`config.mk`:
```
export PLATFORM = sky130hd
export DESIGN_NAME = overlap_add_fir_filter
export DESIGN_NICKNAME = d
export VERILOG_FILES = /design/src/design/ofa_pkg.sv /design/src/design/overlap_add_fir_filter.sv /design/src/design/ofa_ram.sv /design/src/design/ofa_jobq.sv /design/src/design/ofa_front.sv /design/src/design/ofa_back.sv
export SDC_FILE = /design/constraint.sdc
export NUM_CORES = 2
export LEC_CHECK = 0
export BUFFER_PORTS_ARGS = -buffer_cell sky130_fd_sc_hd__buf_2
export CAP_MARGIN = 10
export CORE_ASPECT_RATIO = 1.5
export CORE_UTILIZATION = 40
export CTS_CLUSTER_SIZE = 40
export DETAILED_ROUTE_END_ITERATION = 7
export PLACE_DENSITY = 0.58
export SYNTH_ARGS = -nofsm -noshare
export SYNTH_HDL_FRONTEND = slang
export SYNTH_SLANG_ARGS = --single-unit
```
`constraint.sdc`:
```
create_clock -name clk -period 20.1 [get_ports clk]
set_input_delay 0 -clock clk [delete_from_list [all_inputs] [get_ports clk]]
set_output_delay 0 -clock clk [all_outputs]
set_load 0.005 [all_outputs]
```
`src/design/ofa_pkg.sv`:
```
package ofa_pkg;

  // Defaults for the top-level parameters.
  localparam int MAX_TAPS_DEF  = 4;
  localparam int MAX_BLOCK_DEF = 16;

  // Fixed field and register widths.
  localparam int NUM_COEF   = 4;
  localparam int SAMPLE_W   = 16;
  localparam int COEF_W     = 16;
  localparam int PROD_W     = SAMPLE_W + COEF_W;
  localparam int VALUE_W    = 34;
  localparam int TAP_CNT_W  = 3;
  localparam int BLK_SIZE_W = 5;
  localparam int CFG_AW     = 5;
  localparam int CFG_DW     = 32;
  localparam int OUT_DATA_W = 40;

  // Configuration register indexes; register i sits at byte address 4*i.
  typedef enum logic [2:0] {
    REG_TAP_COUNT = 3'd0,
    REG_BLK_LEN   = 3'd1,
    REG_COEF_0    = 3'd2,
    REG_COEF_1    = 3'd3,
    REG_COEF_2    = 3'd4,
    REG_COEF_3    = 3'd5
  } reg_idx_t;

endpackage

```
`src/design/overlap_add_fir_filter.sv`:
```
// Channel | Direction | Handshake       | Payload
// in_*    | input     | tvalid / tready | tdata[15:0] sample, tlast final_sample
// out_*   | output    | tvalid / tready | tdata[33:0] value, tlast run_end, tuser signal_end
// cfg_*   | input     | APB, pready = 1 | tap count, block length, coef_0..coef_3 at 4*i
//
// Samples are taken one per cycle while fewer than two flushed blocks wait (two RAM banks).
// Each result passes the single multiplier of the back end in steps: one RAM read and multiply
// per tap, a drain of the pipeline, then the hand-over; each block also begins with an idle step.
// A block of len samples gives len results, plus tap_count - 1 tail sums on the final sample.
// Reset is synchronous; it clears fill count, queue, tail sums and the output valid flag.
// A stalled output holds the back end at hand-over; the front keeps filling the free bank.
module overlap_add_fir_filter #(
  parameter int MAX_TAPS  = ofa_pkg::MAX_TAPS_DEF,
  parameter int MAX_BLOCK = ofa_pkg::MAX_BLOCK_DEF
) (
  input  logic                             clk,
  input  logic                             rst_n,
  input  logic                             in_tvalid,
  output logic                             in_tready,
  input  logic [ofa_pkg::SAMPLE_W-1:0]     in_tdata,   // [15:0] sample
  input  logic                             in_tlast,
  output logic                             out_tvalid,
  input  logic                             out_tready,
  output logic [ofa_pkg::OUT_DATA_W-1:0]   out_tdata,  // [33:0] value, [39:34] zero
  output logic                             out_tlast,
  output logic                             out_tuser,  // [0] signal_end
  input  logic                             cfg_psel,
  input  logic                             cfg_penable,
  input  logic                             cfg_pwrite,
  input  logic [ofa_pkg::CFG_AW-1:0]       cfg_paddr,
  input  logic [ofa_pkg::CFG_DW-1:0]       cfg_pwdata,
  output logic [ofa_pkg::CFG_DW-1:0]       cfg_prdata,
  output logic                             cfg_pready
);

  localparam int FCW = $clog2(MAX_BLOCK + 1);
  localparam int TW  = $clog2(MAX_TAPS + 1);
  localparam int BAW = $clog2(MAX_BLOCK);
  localparam int DW  = FCW + TW + 2;
  localparam int CDW = ofa_pkg::CFG_DW;
  localparam int CW16 = ofa_pkg::COEF_W;

  logic [ofa_pkg::TAP_CNT_W-1:0]                     tap_count_r;
  logic [ofa_pkg::BLK_SIZE_W-1:0]                    blk_len_r;
  logic [ofa_pkg::NUM_COEF-1:0][ofa_pkg::COEF_W-1:0] coef_r;

  logic [2:0]     cfg_idx;
  logic           cfg_wr;
  logic [TW-1:0]  eff_taps;
  logic [FCW-1:0] eff_block;

  logic                         ram_we;
  logic [BAW:0]                 ram_waddr;
  logic [ofa_pkg::SAMPLE_W-1:0] ram_wdata;
  logic [BAW:0]                 ram_raddr;
  logic [ofa_pkg::SAMPLE_W-1:0] ram_rdata;
  logic                         job_push;
  logic [DW-1:0]                job_din;
  logic                         job_full;
  logic                         job_pop;
  logic [DW-1:0]                job_dout;
  logic                         job_empty;
  logic [ofa_pkg::VALUE_W-1:0]  res_value;

  assign cfg_idx    = cfg_paddr[4:2];
  assign cfg_wr     = cfg_psel && cfg_penable && cfg_pwrite && cfg_pready;
  assign cfg_pready = 1'b1;

  always_ff @(posedge clk) begin
    if (!rst_n) begin
      tap_count_r <= ofa_pkg::TAP_CNT_W'(4);
      blk_len_r   <= ofa_pkg::BLK_SIZE_W'(4);
      coef_r[0]   <= 16'sd16384;
      coef_r[1]   <= '0;
      coef_r[2]   <= '0;
      coef_r[3]   <= '0;
    end else if (cfg_wr) begin
      unique case (cfg_idx)
        ofa_pkg::REG_TAP_COUNT: tap_count_r <= cfg_pwdata[ofa_pkg::TAP_CNT_W-1:0];
        ofa_pkg::REG_BLK_LEN:   blk_len_r   <= cfg_pwdata[ofa_pkg::BLK_SIZE_W-1:0];
        ofa_pkg::REG_COEF_0:    coef_r[0]   <= cfg_pwdata[CW16-1:0];
        ofa_pkg::REG_COEF_1:    coef_r[1]   <= cfg_pwdata[CW16-1:0];
        ofa_pkg::REG_COEF_2:    coef_r[2]   <= cfg_pwdata[CW16-1:0];
        ofa_pkg::REG_COEF_3:    coef_r[3]   <= cfg_pwdata[CW16-1:0];
        default: ;
      endcase
    end
  end

  always_comb begin
    unique case (cfg_idx)
      ofa_pkg::REG_TAP_COUNT: cfg_prdata = CDW'(tap_count_r);
      ofa_pkg::REG_BLK_LEN:   cfg_prdata = CDW'(blk_len_r);
      ofa_pkg::REG_COEF_0:    cfg_prdata = {{(CDW - CW16){coef_r[0][CW16-1]}}, coef_r[0]};
      ofa_pkg::REG_COEF_1:    cfg_prdata = {{(CDW - CW16){coef_r[1][CW16-1]}}, coef_r[1]};
      ofa_pkg::REG_COEF_2:    cfg_prdata = {{(CDW - CW16){coef_r[2][CW16-1]}}, coef_r[2]};
      ofa_pkg::REG_COEF_3:    cfg_prdata = {{(CDW - CW16){coef_r[3][CW16-1]}}, coef_r[3]};
      default:                cfg_prdata = '0;
    endcase
  end

  // Zero counts act as one; counts above the build limits are clamped.
  always_comb begin
    if (tap_count_r == '0) begin
      eff_taps = TW'(1);
    end else if (32'(tap_count_r) > MAX_TAPS) begin
      eff_taps = TW'(MAX_TAPS);
    end else begin
      eff_taps = TW'(tap_count_r);
    end
    if (blk_len_r == '0) begin
      eff_block = FCW'(1);
    end else if (32'(blk_len_r) > MAX_BLOCK) begin
      eff_block = FCW'(MAX_BLOCK);
    end else begin
      eff_block = FCW'(blk_len_r);
    end
  end

  ofa_front #(
    .MAX_TAPS  (MAX_TAPS),
    .MAX_BLOCK (MAX_BLOCK)
  ) u_front (
    .clk       (clk),
    .rst_n     (rst_n),
    .smp_valid (in_tvalid),
    .smp_ready (in_tready),
    .smp_data  (in_tdata),
    .smp_last  (in_tlast),
    .eff_block (eff_block),
    .eff_taps  (eff_taps),
    .ram_we    (ram_we),
    .ram_waddr (ram_waddr),
    .ram_wdata (ram_wdata),
    .job_push  (job_push),
    .job_desc  (job_din),
    .job_full  (job_full)
  );

  ofa_ram #(
    .WIDTH (ofa_pkg::SAMPLE_W),
    .DEPTH (2 * (1 << BAW))
  ) u_blk_ram (
    .clk     (clk),
    .wr_en   (ram_we),
    .wr_addr (ram_waddr),
    .wr_data (ram_wdata),
    .rd_addr (ram_raddr),
    .rd_data (ram_rdata)
  );

  ofa_jobq #(
    .WIDTH (DW)
  ) u_jobq (
    .clk   (clk),
    .rst_n (rst_n),
    .push  (job_push),
    .din   (job_din),
    .full  (job_full),
    .pop   (job_pop),
    .dout  (job_dout),
    .empty (job_empty)
  );

  ofa_back #(
    .MAX_TAPS  (MAX_TAPS),
    .MAX_BLOCK (MAX_BLOCK)
  ) u_back (
    .clk            (clk),
    .rst_n          (rst_n),
    .coef           (coef_r),
    .job_empty      (job_empty),
    .job_desc       (job_dout),
    .job_pop        (job_pop),
    .ram_raddr      (ram_raddr),
    .ram_rdata      (ram_rdata),
    .res_valid      (out_tvalid),
    .res_ready      (out_tready),
    .res_value      (res_value),
    .res_run_end    (out_tlast),
    .res_signal_end (out_tuser)
  );

  assign out_tdata = {{(ofa_pkg::OUT_DATA_W - ofa_pkg::VALUE_W){1'b0}}, res_value};

endmodule

```
`src/design/ofa_ram.sv`:
```
module ofa_ram #(
  parameter int WIDTH = 16,
  parameter int DEPTH = 32
) (
  input  logic                     clk,
  input  logic                     wr_en,
  input  logic [$clog2(DEPTH)-1:0] wr_addr,
  input  logic [WIDTH-1:0]         wr_data,
  input  logic [$clog2(DEPTH)-1:0] rd_addr,
  output logic [WIDTH-1:0]         rd_data
);

  logic [WIDTH-1:0] mem_r [DEPTH];
  logic [WIDTH-1:0] rd_data_r;

  always_ff @(posedge clk) begin
    if (wr_en) begin
      mem_r[wr_addr] <= wr_data;
    end
    rd_data_r <= mem_r[rd_addr];
  end

  assign rd_data = rd_data_r;

endmodule

```
`src/design/ofa_jobq.sv`:
```
module ofa_jobq #(
  parameter int WIDTH = 8
) (
  input  logic             clk,
  input  logic             rst_n,
  input  logic             push,
  input  logic [WIDTH-1:0] din,
  output logic             full,
  input  logic             pop,
  output logic [WIDTH-1:0] dout,
  output logic             empty
);

  logic [WIDTH-1:0] ent_r [2];
  logic             wp_r;
  logic             rp_r;
  logic [1:0]       cnt_r;

  always_ff @(posedge clk) begin
    if (push) begin
      ent_r[wp_r] <= din;
    end
  end

  always_ff @(posedge clk) begin
    if (!rst_n) begin
      wp_r  <= 1'b0;
      rp_r  <= 1'b0;
      cnt_r <= 2'd0;
    end else begin
      if (push) begin
        wp_r <= ~wp_r;
      end
      if (pop) begin
        rp_r <= ~rp_r;
      end
      if (push && !pop) begin
        cnt_r <= cnt_r + 2'd1;
      end else if (pop && !push) begin
        cnt_r <= cnt_r - 2'd1;
      end
    end
  end

  assign dout  = ent_r[rp_r];
  assign full  = (cnt_r == 2'd2);
  assign empty = (cnt_r == 2'd0);

endmodule

```
`src/design/ofa_front.sv`:
```
module ofa_front #(
  parameter int MAX_TAPS  = ofa_pkg::MAX_TAPS_DEF,
  parameter int MAX_BLOCK = ofa_pkg::MAX_BLOCK_DEF,
  localparam int FCW = $clog2(MAX_BLOCK + 1),
  localparam int TW  = $clog2(MAX_TAPS + 1),
  localparam int BAW = $clog2(MAX_BLOCK),
  localparam int DW  = FCW + TW + 2
) (
  input  logic                          clk,
  input  logic                          rst_n,
  input  logic                          smp_valid,
  output logic                          smp_ready,
  input  logic [ofa_pkg::SAMPLE_W-1:0]  smp_data,
  input  logic                          smp_last,
  input  logic [FCW-1:0]                eff_block,
  input  logic [TW-1:0]                 eff_taps,
  output logic                          ram_we,
  output logic [BAW:0]                  ram_waddr,
  output logic [ofa_pkg::SAMPLE_W-1:0]  ram_wdata,
  output logic                          job_push,
  output logic [DW-1:0]                 job_desc,
  input  logic                          job_full
);

  logic [FCW-1:0] fill_r;
  logic           bank_r;
  logic [FCW-1:0] fill_inc;
  logic           accept;
  logic           flush;

  // A bank is free to fill whenever fewer than two flushed blocks wait.
  assign smp_ready = !job_full;
  assign accept    = smp_valid && !job_full;
  assign fill_inc  = fill_r + FCW'(1);
  assign flush     = (fill_inc >= eff_block) || smp_last;

  assign ram_we    = accept;
  assign ram_waddr = {bank_r, fill_r[BAW-1:0]};
  assign ram_wdata = smp_data;

  // Descriptor, low bits up: block length, tap count, final flag, bank.
  assign job_push = accept && flush;
  assign job_desc = {bank_r, smp_last, eff_taps, fill_inc};

  always_ff @(posedge clk) begin
    if (!rst_n) begin
      fill_r <= '0;
      bank_r <= 1'b0;
    end else if (accept) begin
      if (flush) begin
        fill_r <= '0;
        bank_r <= ~bank_r;
      end else begin
        fill_r <= fill_inc;
      end
    end
  end

endmodule

```
`src/design/ofa_back.sv`:
```
module ofa_back #(
  parameter int MAX_TAPS  = ofa_pkg::MAX_TAPS_DEF,
  parameter int MAX_BLOCK = ofa_pkg::MAX_BLOCK_DEF,
  localparam int FCW = $clog2(MAX_BLOCK + 1),
  localparam int TW  = $clog2(MAX_TAPS + 1),
  localparam int BAW = $clog2(MAX_BLOCK),
  localparam int DW  = FCW + TW + 2
) (
  input  logic                                             clk,
  input  logic                                             rst_n,
  input  logic [ofa_pkg::NUM_COEF-1:0][ofa_pkg::COEF_W-1:0] coef,
  input  logic                                             job_empty,
  input  logic [DW-1:0]                                    job_desc,
  output logic                                             job_pop,
  output logic [BAW:0]                                     ram_raddr,
  input  logic [ofa_pkg::SAMPLE_W-1:0]                     ram_rdata,
  output logic                                             res_valid,
  input  logic                                             res_ready,
  output logic [ofa_pkg::VALUE_W-1:0]                      res_value,
  output logic                                             res_run_end,
  output logic                                             res_signal_end
);

  localparam int TD = MAX_TAPS - 1;
  localparam int KW = $clog2(MAX_TAPS);
  localparam int MW = $clog2(MAX_BLOCK + MAX_TAPS - 1);
  localparam int CW = MW + 1;
  localparam int VW = ofa_pkg::VALUE_W;
  localparam int PW = ofa_pkg::PROD_W;

  localparam logic [1:0] S_IDLE  = 2'd0;
  localparam logic [1:0] S_ISSUE = 2'd1;
  localparam logic [1:0] S_DRAIN = 2'd2;
  localparam logic [1:0] S_PUSH  = 2'd3;

  logic [1:0]               st_r;
  logic [MW-1:0]            m_r;
  logic [KW-1:0]            k_r;
  logic                     drain_r;
  logic                     p1_vld_r;
  logic [KW-1:0]            p1_k_r;
  logic                     p2_vld_r;
  logic signed [PW-1:0]     prod_r;
  logic signed [VW-1:0]     acc_r;
  logic signed [VW-1:0]     tail_r [TD];
  logic                     out_valid_r;
  logic [VW-1:0]            out_value_r;
  logic                     out_run_end_r;
  logic                     out_signal_end_r;

  logic [FCW-1:0]           j_len;
  logic [TW-1:0]            j_taps;
  logic                     j_fin;
  logic                     j_bank;
  logic [CW-1:0]            len_c;
  logic [CW-1:0]            ntail_c;
  logic [CW-1:0]            m_c;
  logic [CW-1:0]            k_c;
  logic [CW-1:0]            last_m;
  logic [CW-1:0]            diff;
  logic [CW-1:0]            m_next;
  logic [CW-1:0]            tail_widx;
  logic                     in_range;
  logic                     k_last;
  logic                     emit;
  logic                     out_free;
  logic                     advance;
  logic                     blk_done;
  logic                     acc_load;
  logic                     tail_store;
  logic signed [VW-1:0]     tail_sel;
  logic signed [ofa_pkg::COEF_W-1:0] csel;

  assign j_len  = job_desc[FCW-1:0];
  assign j_taps = job_desc[FCW+TW-1:FCW];
  assign j_fin  = job_desc[FCW+TW];
  assign j_bank = job_desc[FCW+TW+1];

  assign len_c   = CW'(j_len);
  assign ntail_c = CW'(j_taps) - CW'(1);
  assign m_c     = CW'(m_r);
  assign k_c     = CW'(k_r);
  assign last_m  = len_c + ntail_c - CW'(1);

  // Output m sums block[m-k]*coef[k] over the taps whose sample index lies in the block.
  assign diff      = m_c - k_c;
  assign in_range  = (k_c <= m_c) && (diff < len_c);
  assign ram_raddr = {j_bank, diff[BAW-1:0]};
  assign k_last    = (k_c == CW'(j_taps) - CW'(1));

  // Sums past the block end become the new tail unless the signal ends here.
  assign emit      = (m_c < len_c) || j_fin;
  assign out_free  = !out_valid_r || res_ready;
  assign advance   = (st_r == S_PUSH) && (!emit || out_free);
  assign blk_done  = advance && (m_c == last_m);
  assign job_pop   = blk_done;
  assign acc_load  = ((st_r == S_IDLE) && !job_empty) || (advance && (m_c != last_m));
  assign tail_store = advance && !emit;
  assign tail_widx = m_c - len_c;
  assign m_next    = (st_r == S_IDLE) ? '0 : m_c + CW'(1);

  always_comb begin
    tail_sel = '0;
    for (int i = 0; i < TD; i++) begin
      if ((m_next == CW'(i)) && (CW'(i) < ntail_c)) begin
        tail_sel = tail_r[i];
      end
    end
  end

  always_comb begin
    csel = '0;
    for (int i = 0; i < ofa_pkg::NUM_COEF; i++) begin
      if (32'(p1_k_r) == i) begin
        csel = $signed(coef[i]);
      end
    end
  end

  always_ff @(posedge clk) begin
    if (!rst_n) begin
      st_r    <= S_IDLE;
      m_r     <= '0;
      k_r     <= '0;
      drain_r <= 1'b0;
    end else begin
      unique case (st_r)
        S_IDLE: begin
          if (!job_empty) begin
            m_r  <= '0;
            k_r  <= '0;
            st_r <= S_ISSUE;
          end
        end
        S_ISSUE: begin
          if (k_last) begin
            k_r     <= '0;
            drain_r <= 1'b0;
            st_r    <= S_DRAIN;
          end else begin
            k_r <= k_r + KW'(1);
          end
        end
        S_DRAIN: begin
          if (drain_r) begin
            st_r <= S_PUSH;
          end else begin
            drain_r <= 1'b1;
          end
        end
        S_PUSH: begin
          if (blk_done) begin
            st_r <= S_IDLE;
          end else if (advance) begin
            m_r  <= m_r + MW'(1);
            k_r  <= '0;
            st_r <= S_ISSUE;
          end
        end
      endcase
    end
  end

  // Read, multiply and accumulate pipeline.
  always_ff @(posedge clk) begin
    if (!rst_n) begin
      p1_vld_r <= 1'b0;
      p2_vld_r <= 1'b0;
    end else begin
      p1_vld_r <= (st_r == S_ISSUE) && in_range;
      p2_vld_r <= p1_vld_r;
    end
  end

  always_ff @(posedge clk) begin
    p1_k_r <= k_r;
    prod_r <= PW'($signed(ram_rdata)) * PW'(csel);
    if (acc_load) begin
      acc_r <= tail_sel;
    end else if (p2_vld_r) begin
      acc_r <= acc_r + {{(VW - PW){prod_r[PW-1]}}, prod_r};
    end
  end

  always_ff @(posedge clk) begin
    if (!rst_n) begin
      for (int i = 0; i < TD; i++) begin
        tail_r[i] <= '0;
      end
    end else begin
      for (int i = 0; i < TD; i++) begin
        if (blk_done && (j_fin || (CW'(i) >= ntail_c))) begin
          tail_r[i] <= '0;
        end else if (tail_store && (tail_widx == CW'(i))) begin
          tail_r[i] <= acc_r;
        end
      end
    end
  end

  always_ff @(posedge clk) begin
    if (!rst_n) begin
      out_valid_r <= 1'b0;
    end else if (advance && emit) begin
      out_valid_r <= 1'b1;
    end else if (res_ready) begin
      out_valid_r <= 1'b0;
    end
  end

  always_ff @(posedge clk) begin
    if (advance && emit) begin
      out_value_r      <= acc_r;
      out_run_end_r    <= j_fin ? (m_c == last_m) : (m_c == len_c - CW'(1));
      out_signal_end_r <= j_fin && (m_c == last_m);
    end
  end

  assign res_valid      = out_valid_r;
  assign res_value      = out_value_r;
  assign res_run_end    = out_run_end_r;
  assign res_signal_end = out_signal_end_r;

  a_pipe_idle: assert property (@(posedge clk) disable iff (!rst_n)
    (st_r == S_IDLE) |-> (!p1_vld_r && !p2_vld_r))
    else $error("multiply pipeline busy while no block is in work");

  a_job_present: assert property (@(posedge clk) disable iff (!rst_n)
    (st_r != S_IDLE) |-> !job_empty)
    else $error("back end working without a queued block");

  a_push_loads: assert property (@(posedge clk) disable iff (!rst_n)
    (advance && emit) |=> res_valid)
    else $error("emitted sum did not reach the output register");

  a_pop_idle: assert property (@(posedge clk) disable iff (!rst_n)
    job_pop |=> (st_r == S_IDLE))
    else $error("block retired without returning to idle");

endmodule
```
[Yosys cells after proc, flatten, opt, wreduce, memory -nomap -nowiden]
Memory sizes are Yosys's and may differ from the RTL's. A register that Yosys moved wholly into a read port is not among the register bits.
Cells that the tools add are included.
Storage, ports and cells
  register bits after elaboration: 199
  bits in writable memories: 634
  bits of input ports: 61
  output and inout bits: 77
  memories: 3
Memories
  u_blk_ram.mem_r: words 32, width 16, read ports 1, clocked after Yosys merged registers in 1, wr ports 1, line ofa_ram.sv:13  | logic [WIDTH-1:0] mem_r [DEPTH];
  u_back.tail_r: words 3, width 34, read ports 3, clocked after Yosys merged registers in 0, wr ports 3, line ofa_back.sv:45  | logic signed [VW-1:0] tail_r [TD];
  u_jobq.ent_r: words 2, width 10, read ports 1, clocked after Yosys merged registers in 1, wr ports 1, line ofa_jobq.sv:14  | logic [WIDTH-1:0] ent_r [2];
Operators by class
  add/subtract/negate cells: 13
  $mul: 1
  $lt $le $gt $ge: 12
  equal/unequal tests: 26
  multiplexer cells: 72
  bitwise gates (word level): 9
  reductions and logical operators: 63
Operators with widths (count)
  $mux 34: 11
  $pmux 32 s6: 1
  $mux 16: 4
  $add 34x34->34: 1
  $mul 16x16->32: 1
  $mux 1: 32
  $mux 5: 6
  $logic_and 1x1->1: 24
  $mux 2: 11
  $reduce_and 2->1: 8
  $eq 5x6->1: 2
  $eq 6x1->1 const B: 2
  $eq 6x2->1 const B: 2
  $ge 1x6->1 const A: 2
  $logic_not 6->1: 2
  $lt 1x6->1 const A: 2
  $reduce_and 4->1: 3
  $add 5x1->5 const B: 2
  $eq 2x2->1 const B: 5
  $pmux 5 s2: 1
  $reduce_bool 2->1: 5
  $logic_or 1x1->1: 8
  $pmux 2 s4: 1
  $add 5x1->6 const B: 1
  36 further kinds: 59

[Logic depth before layout (Yosys ltp)]
  word-level depth: 12
  gate-level depth with buffers: 26

[Cells and area by module]
From an unflattened synthesis, not the netlist that was laid out.
Second synthesis, totals
  cell total of the unflattened synthesis: 3640
  area total of the unflattened synthesis: 46595.9 µm²
By module, submodules not included
  ofa_back: instances 1, cells each 1996, area each 20891.3 µm², sequential area each 6105.9 µm²
  ofa_ram: instances 1, cells each 1143, area each 20534.7 µm², sequential area each 15695.1 µm²
  overlap_add_fir_filter: instances 1, cells each 364, area each 3538.4 µm², sequential area each 1441.4 µm²
  ofa_jobq: instances 1, cells each 53, area each 937.1 µm², sequential area each 700.7 µm²
  ofa_front: instances 1, cells each 84, area each 694.4 µm², sequential area each 120.1 µm²

[Worst setup path after synthesis]
Ideal clock, no wire load.
  path kind: register to register
  from: register (tool-made name)
  to: memory u_back.tail_r[1][0] (netlist bit), enable pin
  library setup time: 544 ps
  arrival time: 6378 ps
  required time: 19556 ps
  slack: 13177 ps
  cell stages (with the launch flop): 13
  period minus slack after synthesis: 6923 ps
  cells stage by stage: dfxtp_1 buf_4 mux2i_1 inv_1 ha_1 inv_1 fa_1 a21o_1 a21o_1 xnor2_1 nand4_1 a2111o_1 o311ai_0
RTL lines (line)
  end, declared: ofa_back.sv:45

[Worst setup path in the final report]
  from: register u_back.p1_k_r[1]
  to: register u_back.prod_r[28]
Between the ends
  longest elaborated chain between the ends: 6
  elaborated cells between the ends (all ways): 9
Ends and longest elaborated chain
  start, declared: line ofa_back.sv:41  | logic [KW-1:0] p1_k_r;
  start signal, assigned: line ofa_back.sv:176  | p1_k_r <= k_r;
  $logic_not 2->1: line ofa_back.sv:114  | if (32'(p1_k_r) == i) begin
  $mux 16 (3 in a row): line ofa_back.sv:114
  $mux 16 *: line ofa_back.sv:114
  $mul 16x16->32 *: line ofa_back.sv:177  | prod_r <= PW'($signed(ram_rdata)) * PW'(csel);
  end signal, assigned: line ofa_back.sv:177
  end, declared: line ofa_back.sv:43  | logic signed [PW-1:0] prod_r;
Mark *: on every way between the ends. The rest lies on a longest branch, timed or not.
A chain may end at the register's enable or synchronous reset.

==> impl_metrics.tcl <==
set metrics [dict create \
    nNetsFinal 3925 \
    grt_remaining_overflow 0 \
    worst-slew-pin-transition_ps 1080 \
    grt_pass1_wl_um 165800 \
    post_synthesis_sequential_area_ratio_pct 52.62 \
    count_of_flip_flops_with_a_built_in_enable_after_synthesis 704 \
    dieWidth_um 278.1 \
    drcViolationCount 0 \
    port_buffers 112 \
    dieArea_um2 115700 \
    floorplan.initialDensity_pct 40.41 \
    clock_tree.htree_level_count 3 \
    layout_cells_sized_above_1_pct 14.95 \
    critical_path_required_ps 20700 \
    yosys_warnings 0 \
    worst_clock_skew_ps 28.68 \
    grt_antenna_before_repair 7 \
    worstSetupPathType "flip-flop to flip-flop" \
    tns_ps 0 \
    critical_path.max_stage_delay_ps 1000 \
    drt-initial-drc-count 1617 \
    hold_class "input pin to flip-flop" \
    drt-vias-per-instance 5.305 \
    grt_pass1_vias 27900 \
    timing.final.crit_share_pct 36.93 \
    power-per-cell-area_nw_per_um2 103.5 \
    cts_repair_resize_count 0 \
    antenna_cells 0 \
    cts_buffer_depth 3 \
    core_area_um2 113200 \
    cp-start-kind "flip-flop" \
    max_cap_viol_count 0 \
    crit_path_end_kind "flip-flop" \
    synthesis.area_per_instance_um2 13.80 \
    yosys.cell_types.count 83 \
    synth.cell_area_um2 45730 \
    clk_latency_ps 660 \
    outcome "finished clean" \
    dpl-instance-area_um2 47940 \
    netlist_instances 3313 \
    cts_hold_repair.buffers 37 \
    static-leakage-power_nw 19.29 \
    cts_root_buffer "sky130_fd_sc_hd__clkbuf_16" \
    placement_rows 151 \
    report.final.hold_viol_count 0 \
    gpl.final_weighted_congestion 0.7956 \
    detail_route.wl_per_cell_um 21.73 \
    drt.antenna.violating_nets 0 \
    largest_net_degree_at_the_start_of_global_routing 84 \
    setup_violations 0 \
    design_area_um2 50910 \
    nFillCells 10070 \
    critical_path.most_common_cell "sky130_fd_sc_hd__fa_1" \
    final.min_clock_period_ps 7424 \
    floorplan.die.height_um 416.1 \
    num_cts_buffers 85 \
    total_power_mw 5.267 \
    synth_async_sr_flop_share_pct 0 \
    slew_headroom_pct 27.99 \
    critical_path.cell_chain "mux4_2 -> and2_1 -> fa_1 -> inv_1 -> fa_1 -> fa_1 -> fa_1 -> inv_1 -> fa_1 -> inv_1 -> fa_1 -> inv_1 -> ha_1 -> nand2_1 -> nand3_1 -> o2111ai_1 -> a311oi_1 -> o22a_1 -> a31oi_1 -> or4_1 -> nand3_1" \
    detailed_place_hpwl_um 73790 \
    num_vias 26340 \
    ios 138 \
    timing.critical_path.slowest_stage_cell "sky130_fd_sc_hd__dfxtp_1" \
    tritoncts_num_sinks 850 \
    postSynth.topFlopCell "sky130_fd_sc_hd__edfxtp_1" \
    syn_to_final_growth_pct 11.32 \
    arrival_time_at_the_worst_endpoint_ps 8030 \
    drt-pass1-iter-count 6 \
    totalWireLength_um 107900 \
    maximum_clock_frequency_mhz 134.7 \
    globalRouteTotalUtil_pct 18.91 \
    irDropWorstVdd_uv 88.58 \
    rsz_0062_raised_after_global_routing "false" \
    post-cts-setup-buffers 0 \
    worst_setup_hold_path_clk_slew_ps 60 \
    cts_tree "built" \
    path_max_fanout 17 \
    synth_seq_cells 850 \
    drv_slew 0 \
]
-- routing by layer --
layer	track usage, %	vias to the layer above	wire (um)
met5	0	-	83
met4	5.796	14	2777
met3	2.625	185	4124
met2	35.75	509	59310
met1	21.83	13620	41610
li1	-	12020	-
-- registers in the layout (all words and copies together), names as in the netlist, 3 cells and up, named ones only --
signal	flops
u_blk_ram.mem_r	512
coef_r	64
u_back.res_value	34
u_back.m_r	5
u_jobq.ent_r	20
u_front.fill_r	5
tap_count_r	3
u_blk_ram.rd_data	16
blk_len_r	5
u_back.prod_r	32
u_back.tail_r	102
u_back.acc_r	34
-- kinds of logic (layout without fill, tap and decap cells) --
group | after synthesis | in the layout | synth area share, %
AO/OA/AOI/OAI | 367 | 367 | 5.715
XOR/XNOR | 90 | 90 | 1.724
adder cells (fa/ha/maj) | 420 | 420 | 15.86
buffers and inverters | 522 | 716 | 4.591
flip-flops | 850 | 850 | 52.62
multiplexers | 265 | 265 | 10.69
other | 2 | 7 | 0.01642
AND/OR/NAND/NOR | 797 | 797 | 8.793
-- cells in the mapped netlist, drive strengths merged, types with 28 or more instances --
library cell | n | area [um^2]
a21boi | 69 | 518.0
a21oi | 58 | 290.3
a222oi | 34 | 340.3
and2 | 235 | 1470
buf | 56 | 350.3
clkbuf | 113 | 424.2
dfxtp | 146 | 2923
edfxtp | 704 | 21140
fa | 266 | 5325
ha | 154 | 1927
inv | 353 | 1325
mux2i | 66 | 664.4
mux4 | 176 | 3964
nand2 | 302 | 1134
nor2 | 97 | 371.6
nor2b | 28 | 175.2
o21ai | 58 | 297.8
xnor2 | 67 | 586.8
-- where the power goes --
group	internal [mW]	switching, mW
logic	0.673	0.827
registers	2.06	0.190
clock network	0.828	0.687
total	3.56	1.70
-- final cells by class --
cell class	instances	area [um^2]	area share [%]
Clock buffer	109	2267	4.454
Inverter	353	1325	2.603
Tap cell	1453	1818	3.571
Timing Repair Buffer	208	1374	2.699
Sequential cell	850	24060	47.27
Clock inverter	46	334.1	0.6562
Multi-Input combinational cell	1946	19730	38.75
-- stage by stage --
stage                     hold WS (ps)  util, %  std cells  worst slack (ps)
after floorplan                  98.87        -       3318             13180
after global placement           265.5    42.36       4773             12630
after detailed placement         267.6    42.36       4773             12630
after CTS                        22.36    44.98       4965             12600
after global routing             75.06    44.98       4965             12270
final                            80.55    44.98       4965             12680
-- placed cells by master, fill, tap and decap left out, types with 8 or more instances in the layout --
| cell type | netlist | layout |
|---|---|---|
| sky130_fd_sc_hd__edfxtp_1 | 704 | 704 |
| sky130_fd_sc_hd__nand3_1 | 27 | 27 |
| sky130_fd_sc_hd__fa_1 | 266 | 265 |
| sky130_fd_sc_hd__clkinv_2 | 0 | 14 |
| sky130_fd_sc_hd__nand2_1 | 302 | 302 |
| sky130_fd_sc_hd__clkbuf_1 | 113 | 19 |
| sky130_fd_sc_hd__o21bai_1 | 10 | 10 |
| sky130_fd_sc_hd__xnor2_1 | 67 | 65 |
| sky130_fd_sc_hd__nand2b_1 | 20 | 19 |
| sky130_fd_sc_hd__buf_2 | 19 | 112 |
| sky130_fd_sc_hd__clkbuf_16 | 0 | 85 |
| sky130_fd_sc_hd__and3_1 | 9 | 9 |
| sky130_fd_sc_hd__or2_2 | 8 | 8 |
| sky130_fd_sc_hd__mux2_2 | 22 | 22 |
| sky130_fd_sc_hd__a21boi_0 | 69 | 69 |
| sky130_fd_sc_hd__mux4_2 | 176 | 176 |
| sky130_fd_sc_hd__dfxtp_1 | 146 | 146 |
| sky130_fd_sc_hd__or3_1 | 12 | 12 |
| sky130_fd_sc_hd__a21oi_1 | 58 | 57 |
| sky130_fd_sc_hd__a21o_1 | 27 | 27 |
| sky130_fd_sc_hd__ha_1 | 154 | 153 |
| sky130_fd_sc_hd__buf_4 | 25 | 59 |
| sky130_fd_sc_hd__a222oi_1 | 34 | 34 |
| sky130_fd_sc_hd__o21a_1 | 14 | 14 |
| sky130_fd_sc_hd__and2_1 | 235 | 235 |
| sky130_fd_sc_hd__a211oi_1 | 8 | 8 |
| sky130_fd_sc_hd__mux2i_1 | 65 | 64 |
| sky130_fd_sc_hd__a31oi_1 | 12 | 11 |
| sky130_fd_sc_hd__nor2_1 | 96 | 93 |
| sky130_fd_sc_hd__nor2b_1 | 28 | 28 |
| sky130_fd_sc_hd__inv_1 | 353 | 353 |
| sky130_fd_sc_hd__nand4_1 | 8 | 8 |
| sky130_fd_sc_hd__xor2_1 | 23 | 23 |
| sky130_fd_sc_hd__dlygate4sd3_1 | 0 | 37 |
| sky130_fd_sc_hd__clkinv_1 | 0 | 16 |
| sky130_fd_sc_hd__nor3_1 | 14 | 11 |
| sky130_fd_sc_hd__o22ai_1 | 20 | 20 |
| sky130_fd_sc_hd__nand3b_1 | 8 | 8 |
| sky130_fd_sc_hd__o21ai_0 | 53 | 53 |
-- final timing paths --
check	to	slack [ps]	cells past startpoint	from
setup / recovery	u_back.prod_r[28]$_DFF_P_	12680	21	u_back.p1_k_r[1]$_DFF_P_
hold / removal	tap_count_r[2]$_SDFFE_PN1P_	80	4	cfg_paddr[3]
setup reg to reg	u_back.prod_r[28]$_DFF_P_	12680	21	u_back.p1_k_r[1]$_DFF_P_
hold reg to reg	u_back.p2_vld_r$_SDFF_PN0_	430	1	u_back.p1_vld_r$_SDFF_PN0_
-- worst max-delay path, delay by kind of cell, from the launching register on --
kind / cells / cell delay, ps
AND/OR/NAND/NOR: 5 / 1130
AO/OA/AOI/OAI: 4 / 1090
adder cells (fa/ha/maj): 7 / 3310
multiplexers: 1 / 630
buffers and inverters: 4 / 190
flip-flops: 1 / 1000
Note: power is estimated with default switching activity, not from simulation.
